## src/dtt_pkg.sv

```systemverilog
// ----------------------------------------------------------------------------
// Dual touch tap detector package
// Shared widths, codes, reset values and controller/datapath handshake types.
// ----------------------------------------------------------------------------
package dtt_pkg;

  localparam int READING_W  = 16;
  localparam int TIME_W     = 32;
  localparam int EVENT_W    = 3;
  localparam int CFG_IDX_W  = 8;
  localparam int CFG_DATA_W = 16;

  localparam int HISTORY_DEPTH_DEFAULT = 8;

  // Configuration register indexes.
  localparam logic [CFG_IDX_W-1:0] CFG_SENSE_LEVEL = 8'd0;
  localparam logic [CFG_IDX_W-1:0] CFG_TAP_WINDOW  = 8'd1;

  localparam logic [CFG_DATA_W-1:0] THRESHOLD_RESET = 16'd40;
  localparam logic [CFG_DATA_W-1:0] WINDOW_RESET    = 16'd400;

  // Tap machine states.
  localparam logic [1:0] TAP_WAIT     = 2'd0;
  localparam logic [1:0] TAP_TOUCHED  = 2'd1;
  localparam logic [1:0] TAP_RELEASED = 2'd2;
  localparam logic [1:0] TAP_AGAIN    = 2'd3;

  // Result codes.
  localparam logic [EVENT_W-1:0] EV_NONE       = 3'd0;
  localparam logic [EVENT_W-1:0] EV_ONE_SINGLE = 3'd1;
  localparam logic [EVENT_W-1:0] EV_ONE_DOUBLE = 3'd2;
  localparam logic [EVENT_W-1:0] EV_TWO_SINGLE = 3'd3;
  localparam logic [EVENT_W-1:0] EV_TWO_DOUBLE = 3'd4;

  // Commands from the controller to the datapath.
  typedef struct packed {
    logic capture;    // take a request: write history, latch time, start scan
    logic scan_step;  // examine one history entry
    logic decide;     // run the tap machines and load the result register
  } dtt_cmd_t;

  // Status from the datapath to the controller.
  typedef struct packed {
    logic scan_done;  // current entry is marked or is the last entry
  } dtt_status_t;

endpackage

```

## src/dtt_if.sv

```systemverilog
// ----------------------------------------------------------------------------
// Dual touch tap detector channels
// Valid/ready channels for samples, tap results and configuration writes.
// ----------------------------------------------------------------------------
interface dtt_sample_if;
  logic                           valid;
  logic                           ready;
  logic [dtt_pkg::READING_W-1:0]  reading_one;
  logic [dtt_pkg::READING_W-1:0]  reading_two;
  logic [dtt_pkg::TIME_W-1:0]     now_ms;

  modport source (output valid, output reading_one, output reading_two,
                  output now_ms, input ready);
  modport sink   (input valid, input reading_one, input reading_two,
                  input now_ms, output ready);
endinterface

interface dtt_event_if;
  logic                         valid;
  logic                         ready;
  logic [dtt_pkg::EVENT_W-1:0]  tap_event;

  modport source (output valid, output tap_event, input ready);
  modport sink   (input valid, input tap_event, output ready);
endinterface

interface dtt_cfg_if;
  logic                            valid;
  logic                            ready;
  logic [dtt_pkg::CFG_IDX_W-1:0]   index;
  logic [dtt_pkg::CFG_DATA_W-1:0]  data;

  modport source (output valid, output index, output data, input ready);
  modport sink   (input valid, input index, input data, output ready);
endinterface

```

## src/dtt_ctrl.sv

```systemverilog
// ----------------------------------------------------------------------------
// Dual touch tap detector controller
// Sequences capture, history scan and decision; owns the result valid flag.
// ----------------------------------------------------------------------------
module dtt_ctrl (
  input  logic                 clk,
  input  logic                 rst,
  input  logic                 in_valid,
  output logic                 in_ready,
  output logic                 out_valid,
  input  logic                 out_ready,
  input  dtt_pkg::dtt_status_t status,
  output dtt_pkg::dtt_cmd_t    cmd
);

  localparam logic [1:0] S_IDLE   = 2'd0;
  localparam logic [1:0] S_SCAN   = 2'd1;
  localparam logic [1:0] S_DECIDE = 2'd2;

  logic [1:0] state;
  logic [1:0] state_next;
  logic       out_free;

  assign in_ready = (state == S_IDLE);
  assign out_free = !out_valid || out_ready;

  always_comb begin
    state_next    = state;
    cmd.capture   = 1'b0;
    cmd.scan_step = 1'b0;
    cmd.decide    = 1'b0;
    case (state)
      S_IDLE: begin
        if (in_valid) begin
          cmd.capture = 1'b1;
          state_next  = S_SCAN;
        end
      end
      S_SCAN: begin
        cmd.scan_step = 1'b1;
        if (status.scan_done) begin
          state_next = S_DECIDE;
        end
      end
      S_DECIDE: begin
        // The result register must be free before it is overwritten.
        if (out_free) begin
          cmd.decide = 1'b1;
          state_next = S_IDLE;
        end
      end
      default: begin
        state_next = S_IDLE;
      end
    endcase
  end

  always_ff @(posedge clk) begin
    if (rst) begin
      state     <= S_IDLE;
      out_valid <= 1'b0;
    end else begin
      state <= state_next;
      if (cmd.decide) begin
        out_valid <= 1'b1;
      end else if (out_ready) begin
        out_valid <= 1'b0;
      end
    end
  end

endmodule

```

## src/dtt_datapath.sv

```systemverilog
// ----------------------------------------------------------------------------
// Dual touch tap detector datapath
// History ring, presence scan, two tap machines, config and result registers.
// ----------------------------------------------------------------------------
module dtt_datapath #(
  parameter int HISTORY_DEPTH = dtt_pkg::HISTORY_DEPTH_DEFAULT
) (
  input  logic                             clk,
  input  logic                             rst,
  input  dtt_pkg::dtt_cmd_t                cmd,
  output dtt_pkg::dtt_status_t             status,
  input  logic [dtt_pkg::READING_W-1:0]    reading_one,
  input  logic [dtt_pkg::READING_W-1:0]    reading_two,
  input  logic [dtt_pkg::TIME_W-1:0]       now_ms,
  input  logic                             cfg_we,
  input  logic [dtt_pkg::CFG_IDX_W-1:0]    cfg_index,
  input  logic [dtt_pkg::CFG_DATA_W-1:0]   cfg_data,
  output logic [dtt_pkg::EVENT_W-1:0]      tap_event
);

  localparam int IDX_W = (HISTORY_DEPTH > 1) ? $clog2(HISTORY_DEPTH) : 1;
  localparam logic [IDX_W-1:0] LAST_IDX = IDX_W'(HISTORY_DEPTH - 1);

  logic [dtt_pkg::CFG_DATA_W-1:0] sense_level;
  logic [dtt_pkg::CFG_DATA_W-1:0] double_tap_window_ms;

  logic [1:0]              touch_history [HISTORY_DEPTH];
  logic [IDX_W-1:0]        write_slot;
  logic [IDX_W-1:0]        scan_idx;
  logic                    pres_one;
  logic                    pres_two;
  logic [dtt_pkg::TIME_W-1:0] sample_time;

  logic [1:0]              tap_state_one;
  logic [1:0]              tap_state_two;
  logic                    seen_one;
  logic                    seen_two;
  logic [dtt_pkg::TIME_W-1:0] release_time;

  logic [1:0]              entry;
  logic [1:0]              mark;

  // Decision logic.
  logic                    act_one;
  logic                    act_two;
  logic                    present;
  logic [1:0]              cur_state;
  logic [1:0]              new_state;
  logic [1:0]              tap_code;   // 0 none, 1 single, 2 double
  logic                    store_release;
  logic [dtt_pkg::TIME_W-1:0] elapsed;
  logic                    expired;
  logic [dtt_pkg::EVENT_W-1:0] event_code;

  assign entry = touch_history[scan_idx];
  assign status.scan_done = (entry != 2'b00) || (scan_idx == LAST_IDX);

  assign mark[0] = (reading_one < sense_level);
  assign mark[1] = (reading_two < sense_level);

  assign act_one = (seen_one != pres_one) || (tap_state_one == dtt_pkg::TAP_RELEASED);
  assign act_two = !act_one &&
                   ((seen_two != pres_two) || (tap_state_two == dtt_pkg::TAP_RELEASED));

  // Only one machine acts per sample, so both share one timer compare.
  assign present   = act_one ? pres_one : pres_two;
  assign cur_state = act_one ? tap_state_one : tap_state_two;
  assign elapsed   = sample_time - release_time;
  assign expired   = elapsed > {{(dtt_pkg::TIME_W - dtt_pkg::CFG_DATA_W){1'b0}},
                                double_tap_window_ms};

  always_comb begin
    new_state     = cur_state;
    tap_code      = 2'd0;
    store_release = 1'b0;
    case (cur_state)
      dtt_pkg::TAP_WAIT: begin
        if (present) new_state = dtt_pkg::TAP_TOUCHED;
      end
      dtt_pkg::TAP_TOUCHED: begin
        if (!present) begin
          new_state     = dtt_pkg::TAP_RELEASED;
          store_release = 1'b1;
        end
      end
      dtt_pkg::TAP_RELEASED: begin
        if (present) begin
          new_state = dtt_pkg::TAP_AGAIN;
        end else if (expired) begin
          new_state = dtt_pkg::TAP_WAIT;
          tap_code  = 2'd1;
        end
      end
      default: begin
        if (!present) begin
          new_state = dtt_pkg::TAP_WAIT;
          tap_code  = 2'd2;
        end
      end
    endcase
  end

  always_comb begin
    event_code = dtt_pkg::EV_NONE;
    if (act_one) begin
      case (tap_code)
        2'd1:    event_code = dtt_pkg::EV_ONE_SINGLE;
        2'd2:    event_code = dtt_pkg::EV_ONE_DOUBLE;
        default: event_code = dtt_pkg::EV_NONE;
      endcase
    end else if (act_two) begin
      case (tap_code)
        2'd1:    event_code = dtt_pkg::EV_TWO_SINGLE;
        2'd2:    event_code = dtt_pkg::EV_TWO_DOUBLE;
        default: event_code = dtt_pkg::EV_NONE;
      endcase
    end
  end

  // Configuration registers; writes to unknown indexes are dropped.
  always_ff @(posedge clk) begin
    if (rst) begin
      sense_level          <= dtt_pkg::THRESHOLD_RESET;
      double_tap_window_ms <= dtt_pkg::WINDOW_RESET;
    end else if (cfg_we) begin
      if (cfg_index == dtt_pkg::CFG_SENSE_LEVEL) sense_level <= cfg_data;
      if (cfg_index == dtt_pkg::CFG_TAP_WINDOW) double_tap_window_ms <= cfg_data;
    end
  end

  always_ff @(posedge clk) begin
    if (rst) begin
      for (int i = 0; i < HISTORY_DEPTH; i++) touch_history[i] <= 2'b00;
      write_slot    <= '0;
      scan_idx      <= '0;
      pres_one      <= 1'b0;
      pres_two      <= 1'b0;
      tap_state_one <= dtt_pkg::TAP_WAIT;
      tap_state_two <= dtt_pkg::TAP_WAIT;
      seen_one      <= 1'b0;
      seen_two      <= 1'b0;
      release_time  <= '0;
    end else begin
      if (cmd.capture) begin
        touch_history[write_slot] <= mark;
        write_slot <= (write_slot == LAST_IDX) ? '0 : write_slot + 1'b1;
        scan_idx   <= '0;
        pres_one   <= 1'b0;
        pres_two   <= 1'b0;
      end
      if (cmd.scan_step) begin
        if (entry[0]) begin
          pres_one <= 1'b1;
        end else if (entry[1]) begin
          pres_two <= 1'b1;
        end else if (scan_idx != LAST_IDX) begin
          scan_idx <= scan_idx + 1'b1;
        end
      end
      if (cmd.decide) begin
        if (act_one) begin
          seen_one      <= pres_one;
          tap_state_one <= new_state;
        end else if (act_two) begin
          seen_two      <= pres_two;
          tap_state_two <= new_state;
        end
        if ((act_one || act_two) && store_release) begin
          release_time <= sample_time;
        end
      end
    end
  end

  // Payload registers.
  always_ff @(posedge clk) begin
    if (cmd.capture) sample_time <= now_ms;
    if (cmd.decide)  tap_event   <= event_code;
  end

endmodule

```

## src/dual_touch_tap_detector.sv

```systemverilog
// ----------------------------------------------------------------------------
// Dual touch tap detector
// Two-sensor capacitive touch front end reporting single and double taps.
// ----------------------------------------------------------------------------
// Flow: a request passes through capture, a scan of k ring entries, where k
// (1 to HISTORY_DEPTH) is the count scanned up to the first marked entry or
// the last one, and decide; a result still waiting on the output stalls decide.
// A new request is taken only once the last one is decided. Reset: synchronous,
// active high; clears history, tap machines and timers and restores the
// configuration registers to their defaults.
// ----------------------------------------------------------------------------
module dual_touch_tap_detector #(
  parameter int HISTORY_DEPTH = dtt_pkg::HISTORY_DEPTH_DEFAULT
) (
  input logic          clk,
  input logic          rst,
  dtt_sample_if.sink   samples,
  dtt_event_if.source  taps,
  dtt_cfg_if.sink      cfg
);

  // The controller walks each request through three phases: capture, where
  // the touch marks are written into the history ring and the timestamp is
  // latched; scan, one ring entry per cycle from entry zero upward until an
  // entry holds a mark or is the last; and decide, where at most one tap
  // machine steps and the result register is loaded. The result register
  // decouples the output side; new requests are taken while a result drains.
  dtt_pkg::dtt_cmd_t    cmd;
  dtt_pkg::dtt_status_t status;
  logic                 cfg_we;

  // Configuration writes are always taken; the user must issue them only when idle, as the block does not enforce it.
  assign cfg.ready = 1'b1;
  assign cfg_we    = cfg.valid && cfg.ready;

  dtt_ctrl u_ctrl (
    .clk       (clk),
    .rst       (rst),
    .in_valid  (samples.valid),
    .in_ready  (samples.ready),
    .out_valid (taps.valid),
    .out_ready (taps.ready),
    .status    (status),
    .cmd       (cmd)
  );

  // The datapath holds the ring, the shared release time and both machines.
  dtt_datapath #(
    .HISTORY_DEPTH (HISTORY_DEPTH)
  ) u_datapath (
    .clk         (clk),
    .rst         (rst),
    .cmd         (cmd),
    .status      (status),
    .reading_one (samples.reading_one),
    .reading_two (samples.reading_two),
    .now_ms      (samples.now_ms),
    .cfg_we      (cfg_we),
    .cfg_index   (cfg.index),
    .cfg_data    (cfg.data),
    .tap_event   (taps.tap_event)
  );

endmodule
```

## src/flat_wrapper.sv

```systemverilog
// flat-port wrapper written by rule: the top's interface ports become plain ports
module dual_touch_tap_detector_flat 
#(
  parameter int HISTORY_DEPTH = dtt_pkg::HISTORY_DEPTH_DEFAULT
)
  (clk, rst, samples_valid, samples_reading_one, samples_reading_two, samples_now_ms, samples_ready, taps_valid, taps_tap_event, taps_ready, cfg_valid, cfg_index, cfg_data, cfg_ready);
  dtt_sample_if samples_i ();
  dtt_event_if taps_i ();
  dtt_cfg_if cfg_i ();
  input logic clk;
  input logic rst;
  input wire logic [$bits(samples_i.valid)-1:0] samples_valid;
  input wire logic [$bits(samples_i.reading_one)-1:0] samples_reading_one;
  input wire logic [$bits(samples_i.reading_two)-1:0] samples_reading_two;
  input wire logic [$bits(samples_i.now_ms)-1:0] samples_now_ms;
  output wire logic [$bits(samples_i.ready)-1:0] samples_ready;
  output wire logic [$bits(taps_i.valid)-1:0] taps_valid;
  output wire logic [$bits(taps_i.tap_event)-1:0] taps_tap_event;
  input wire logic [$bits(taps_i.ready)-1:0] taps_ready;
  input wire logic [$bits(cfg_i.valid)-1:0] cfg_valid;
  input wire logic [$bits(cfg_i.index)-1:0] cfg_index;
  input wire logic [$bits(cfg_i.data)-1:0] cfg_data;
  output wire logic [$bits(cfg_i.ready)-1:0] cfg_ready;
  assign samples_i.valid = samples_valid;
  assign samples_i.reading_one = samples_reading_one;
  assign samples_i.reading_two = samples_reading_two;
  assign samples_i.now_ms = samples_now_ms;
  assign samples_ready = samples_i.ready;
  assign taps_valid = taps_i.valid;
  assign taps_tap_event = taps_i.tap_event;
  assign taps_i.ready = taps_ready;
  assign cfg_i.valid = cfg_valid;
  assign cfg_i.index = cfg_index;
  assign cfg_i.data = cfg_data;
  assign cfg_ready = cfg_i.ready;
  dual_touch_tap_detector #(.HISTORY_DEPTH(HISTORY_DEPTH)) u_core (.clk(clk), .rst(rst), .samples(samples_i), .taps(taps_i), .cfg(cfg_i));
endmodule
```

## config.mk

```make
export PLATFORM = sky130hd
export DESIGN_NAME = dual_touch_tap_detector_flat
export DESIGN_NICKNAME = d
export VERILOG_FILES = /design/src/dtt_pkg.sv /design/src/dtt_if.sv /design/src/dtt_ctrl.sv /design/src/dtt_datapath.sv /design/src/dual_touch_tap_detector.sv /design/src/flat_wrapper.sv
export SDC_FILE = /design/constraint.sdc
export NUM_CORES = 1
export LEC_CHECK = 0
export BUFFER_PORTS_ARGS = -buffer_cell sky130_fd_sc_hd__clkbuf_2
export CORE_ASPECT_RATIO = 1.75
export CORE_MARGIN = 5
export CORE_UTILIZATION = 64
export CTS_BUF_LIST = sky130_fd_sc_hd__clkbuf_16
export CTS_CLUSTER_DIAMETER = 120
export DETAILED_ROUTE_END_ITERATION = 16
export HOLD_SLACK_MARGIN = 0.06
export PLACE_DENSITY = 0.87
export SKIP_LAST_GASP = 1
export SLEW_MARGIN = 15
export SYNTH_ARGS = -nofsm -noshare
export SYNTH_HDL_FRONTEND = slang
export SYNTH_HIERARCHICAL = 1
export SYNTH_SLANG_ARGS = --single-unit
```

## constraint.sdc

```tcl
create_clock -name clk -period 6.8 [get_ports clk]
set_input_delay 0.68 -clock clk [delete_from_list [all_inputs] [get_ports clk]]
set_output_delay 0.68 -clock clk [all_outputs]
set_load 0.005 [all_outputs]
```

Yosys cells after proc, flatten, opt, wreduce, memory -nomap -nowiden
Memory sizes are Yosys's and may differ from the RTL's. A register that Yosys moved wholly into a read port is not among the register bits. Cells that the tools add are included.

Bitwise operators: 1. Reduce and logical (&&, ||, !) cells: 22. $lt $le $gt $ge: 3. Multiplexer cells: 51. Multipliers: 0. Shift-type cells: 0. Div/mod/pow operators: 0. $add $sub $neg: 3. Eq/ne operators: 17.

Operators by type and width (number): $gt 32x16->1 (1); $lt 16x16->1 (2); $sub 32x32->32 (1); $mux 3 (10); $mux 1 (25); $mux 2 (11); $pmux 2 s3 (2); $eq 2x2->1 const B (5); $eq 8x1->1 const B (1); $logic_not 8->1 (1); $pmux 2 s2 (2); $reduce_and 2->1 (4); $add 3x1->3 const B (2); $eq 2x1->1 const B (3); $eq 3x3->1 const B (2); $pmux 3 s2 (1); $reduce_and 3->1 (2); $logic_or 1x1->1 (5); $logic_not 2->1 (2); $ne 2x2->1 const B (2); $reduce_bool 2->1 (2); $reduce_or 2->1 (2); $ne 3x3->1 const B (1); $logic_and 1x1->1 (2); other kinds (4) (6).

Bits in latches: 0. Logic and storage cells: 113. Memories: 1. Input bits: 93. Flip-flop bits (word level): 116. Memory bits (writable): 16. Output and inout port bits: 6. ROM bits: 0.

Memory list: u_core.u_datapath.touch_history (depth 8, bits a word 2, rd ports 1, clocked after Yosys merged registers in 1, write ports 8, RTL line dtt_datapath.sv:27) `logic [1:0] touch_history [HISTORY_DEPTH];`.

Depth between registers and ports, before layout
Word-level depth: 10. Gate-level depth with buffers: 20. Depth with buffers taken out: 20.

Cells and area by module
Netlist, hierarchy kept.

By module, submodules not included: dtt_datapath (area each 8035.2 µm², seq. area each 3093.0 µm², cells an instance 894, times used 1); dtt_ctrl (area each 145.1 µm², seq. area each 60.1 µm², cells an instance 15, times used 1); dual_touch_tap_detector (area each 11.3 µm², seq. area each 0.0 µm², cells an instance 2, times used 1).

Least setup slack after synthesis
No wires, ideal clock.

Path type: reg2reg. Start: register u_core/u_datapath/sample_time[0] in the netlist's numbering. End: register u_core/u_datapath/tap_event[1] in the netlist's numbering (data pin). Data arrival time: 4.145 ns. Library setup time: 0.257 ns. Clock period less this slack: 4.402 ns. Data required time: 6.543 ns. Cell stages (with the launch flop): 20. Setup slack: 2.398 ns. Path buffers: 0. Cells stage by stage: edfxtp_1 -> inv_1 -> ha_1 -> fa_1 -> and2b_1 -> o2111ai_2 -> a2111oi_2 -> nor3_2 -> xnor2_1 -> ha_1 -> a21oi_1 -> nand2_1 -> a221o_1 -> a211oi_1 -> o2111ai_1 -> nor4_1 -> nand4_1 -> nor4_2 -> nor4_2 -> a32o_1.

Cells in the longest elaborated chain, start to end: 9. Elaborated cells between the ends (all ways): 11. Those cells by class: add/sub: 1; order compare: 1; eq/ne: 2; mux: 7.

RTL lines: start, declared (RTL line dtt_datapath.sv:32) `logic [dtt_pkg::TIME_W-1:0] sample_time;`; start signal, assigned (RTL line dtt_datapath.sv:177) `if (cmd.capture) sample_time <= now_ms;`; $sub 32x32->32 (*) (RTL line dtt_datapath.sv:68) `assign elapsed = sample_time - release_time;`; $gt 32x16->1 (*) (RTL line dtt_datapath.sv:69) `assign expired = elapsed > {{(dtt_pkg::TIME_W - dtt_pkg::CFG_DATA_W){1'b0}},`; $mux 1 (*) (RTL line dtt_datapath.sv:89) `end else if (expired) begin`; $mux 1 (*) (RTL line dtt_datapath.sv:87) `if (present) begin`; $pmux 2 s2 (*) (RTL line dtt_datapath.sv:76) `case (cur_state)`; $eq 2x2->1 or $eq 2x1->1 (tied branches) (RTL line dtt_datapath.sv:106, dtt_datapath.sv:112); $pmux 3 s2 (RTL line dtt_datapath.sv:112) `case (tap_code)`; $mux 3 (RTL line dtt_datapath.sv:111) `end else if (act_two) begin`; $mux 3 (*) (RTL line dtt_datapath.sv:105) `if (act_one) begin`; via u_core.u_datapath.event_code, one bit (RTL line dtt_datapath.sv:53) `logic [dtt_pkg::EVENT_W-1:0] event_code;`; end signal, assigned (RTL line dtt_datapath.sv:178) `if (cmd.decide) tap_event <= event_code;`; end, declared (RTL line dtt_datapath.sv:18) `output logic [dtt_pkg::EVENT_W-1:0] tap_event`.

Mark *: on every way through the listed nets, which the timed path passes. The rest lies on a longest branch. A chain may end at the register's enable or synchronous reset.

Worst setup path after layout
Ends and elaborated chain as after synthesis.

==> results.py <==
metrics = {
    "outcome": {
        "status": "completed",
    },
    "clock_network": {
        "cts.sink_count": 132,
        "cts_tree": "yes",
        "cts_made_buffers": 17,
        "cts-root-buf": "clkbuf_16",
        "cts_setup_buffers": 0,
        "path_clk_slew_ps": 60,
        "ctsHoldBuffers": 0,
        "cts_buffer_depth": 2,
        "clk_latency_ps": 410,
        "cts_resized": 0,
        "htree_levels": 4,
    },
    "min_path": {
        "holdCritPathClass": "in -> reg",
    },
    "routing": {
        "drc_errors": 0,
        "routed_wl_mm": 20.05,
        "drt-pass1-iter-count": 7,
        "vias_per_cell": 6.023,
        "routed-via-count": 7071,
        "post_drt_wl_per_cell_um": 17.08,
        "drt_iter0_drc": 474,
        "ant_nets": 0,
    },
    "timing": {
        "hold_viol_final": 0,
        "slew_headroom_pct": 28.55,
        "timing.fmax_mhz": 204.4,
        "finalSetupViolCount": 0,
        "min_period_over_period_pct": 71.93,
        "period_minus_slack_ps": 4891,
        "slew_violations": 0,
        "rsz0062_at_grt": "no",
        "layout_setup_ws_ps": 1909,
        "fin_worst_skew_ps": 7.955,
        "max_slew.worst_pin.slew_ps": 1071,
        "finalSetupTns_ps": 0,
    },
    "critical_path": {
        "cp-end-kind": "flip-flop",
        "cp.arrival_ps": 5050,
        "cp_max_fo": 6,
        "crit_path_start_kind": "flip-flop",
        "crit_type": "reg -> reg",
        "required_ps": 6960,
    },
    "layout": {
        "final_common_cell": "nand2_1",
        "diodes": 0,
        "area_delta_synth_final_pct": 14.27,
        "post-route-cell-area_sq_um": 9360,
        "nets": 1168,
        "mostFrequentLayoutCells": "nand2_1, clkbuf_2, nor2_1",
        "instances_no_fill": 1174,
        "drive_gt1_share_pct": 16.90,
    },
    "die": {
        "die_area_sq_um": 15250,
        "num_rows": 54,
        "die_w_um": 95.52,
        "io_pins": 99,
        "core-area_sq_um": 12500,
        "start_util_pct": 65.54,
        "die_h_um": 159.7,
    },
    "logic_synthesis": {
        "yosysUniqueCellTypes": 75,
        "synth_top_flop_cell": "dfxtp_1",
        "synthCells": 911,
        "synth_area_sq_um": 8192,
        "syn_nets": 1086,
        "syn_area_per_cell_sq_um": 8.992,
        "ys_ff_latch": 132,
        "yosysWarnings": 6,
        "synthArstFlopShare_pct": 0,
        "yosysSeqAreaShare_pct": 38.49,
        "synth-edff-count": 51,
    },
    "global_routing": {
        "antenna_found_initial": 0,
        "grt_max_degree": 77,
        "first_global_vias": 7221,
        "grtUsageTotal_pct": 26.91,
        "gr-total-overflow": 0,
        "grt_pass1_wl_mm": 32.95,
    },
    "power_and_ir_drop": {
        "vdd_drop_max_mv": 0.1606,
        "power_density_nw_per_um2": 227.6,
        "leakage_uw": 0.003793,
    },
    "placed_design": {
        "place.gp.congestion": 0.9348,
        "dpl.cell_count": 1142,
        "portBuffers": 97,
        "place_hpwl_mm": 14.26,
        "placed_area_sq_um": 8761,
        "place_ws_ps": 1978,
    },
    "flow_run": {
        "maxCapViolations": 0,
    },
}
-- registers in the layout (all words and copies together) (netlist names) --
name	cells
u_core/u_datapath/touch_history	16
u_core/u_datapath/write_slot	3
u_core/u_datapath/tap_state_one	2
u_core/u_datapath/pres_two	1
u_core/u_datapath/tap_state_two	2
u_core/u_datapath/sense_level	16
u_core/u_datapath/double_tap_window_ms	16
u_core/u_ctrl/state	2
u_core/u_datapath/sample_time	32
u_core/u_datapath/seen_two	1
u_core/u_ctrl/out_valid	1
u_core/u_datapath/tap_event	3
u_core/u_datapath/scan_idx	3
u_core/u_datapath/release_time	32
u_core/u_datapath/pres_one	1
u_core/u_datapath/seen_one	1
-- report_power, final --
group	total [uW]	switching (uW)	internal [uW]
Sequential	872	20.8	852
Clock	921	356	565
Combinational	337	199	138
Total	2130	576	1550
-- through the flow --
step           hold WS (ps)  power [uW]  utilization, %
2_1_floorplan         435.4        1121               -
3_3_place_gp          441.8        1208           70.09
3_5_place_dp          446.7        1214           70.09
4_1_cts               426.5        2134           74.88
5_1_grt               423.5        2213           74.88
6_report              439.0        2130           74.88
-- cells by family (layout without fill, tap and decap cells) --
group                    after synthesis  count (layout)  synth area share (%)
AND/OR/NAND/NOR                      280             280                 15.35
AO/OA/AOI/OAI                        230             230                 19.20
flip-flops                           132             132                 38.49
buffers and inverters                120             215                 5.881
adder cells (fa/ha/maj)               82              82                 12.62
multiplexers                          43              43                 5.957
XOR/XNOR                              23              23                 2.459
other                                  1               1               0.04578
-- critical path: stages (launching register included) --
cell,delay (ps)
edfxtp_1,350
inv_1,50
ha_1,220
fa_1,410
and2b_1,260
o2111ai_2,170
a2111oi_2,500
nor3_2,160
xnor2_1,160
ha_1,320
a21oi_1,160
nand2_1,70
a221o_1,350
a211oi_1,180
o2111ai_1,150
nor4_1,260
nand4_1,140
nor4_2,410
nor4_2,80
a32o_1,240
-- path summary, 6_finish.rpt --
kind                                           start                                  to  slack (ps)  cells past startpoint
setup reg to reg    u_core/u_datapath/sample_time[0]      u_core/u_datapath/tap_event[1]        1910                     19
setup / recovery    u_core/u_datapath/sample_time[0]      u_core/u_datapath/tap_event[1]        1910                     19
hold reg to reg   u_core/u_datapath/release_time[29]  u_core/u_datapath/release_time[29]         450                      2
hold / removal                    samples_now_ms[10]   u_core/u_datapath/sample_time[10]         440                      1
-- cell usage after synthesis, types with 12 or more instances --
cell,number,area [sq um]
edfxtp_1,51,1531
nand2_1,113,424.2
clkbuf_1,18,67.56
ha_1,81,1013
a21o_1,23,172.7
a21oi_1,84,420.4
inv_1,82,307.8
nor2_1,88,330.3
nor3_1,14,70.07
o21ai_0,22,110.1
mux2i_1,33,330.3
nand4_1,17,106.4
dfxtp_1,81,1622
xnor2_1,16,140.1
a211oi_1,12,90.09
-- metal layers --
layer  GRT usage, %  share of wire, %  wire length [um]  vias up
li1               -                 -                 -     3397
met1          27.74                36              7196     3287
met2          49.07                54             10920      294
met3          5.838               4.9               986       93
met4          13.86               4.7               951        0
met5              0                 0                 0        -
-- area by class of cell --
class / instances / area [sq um]
Inverter: 83 / 311.5
Timing Repair Buffer: 100 / 508.0
Multi-Input combinational cell: 659 / 4578
Clock buffer: 18 / 450.4
Tap cell: 168 / 210.2
Fill cell: 862 / 3139
Clock inverter: 14 / 148.9
Sequential cell: 132 / 3153
No activity file was read; power rests on OpenSTA's default activity.
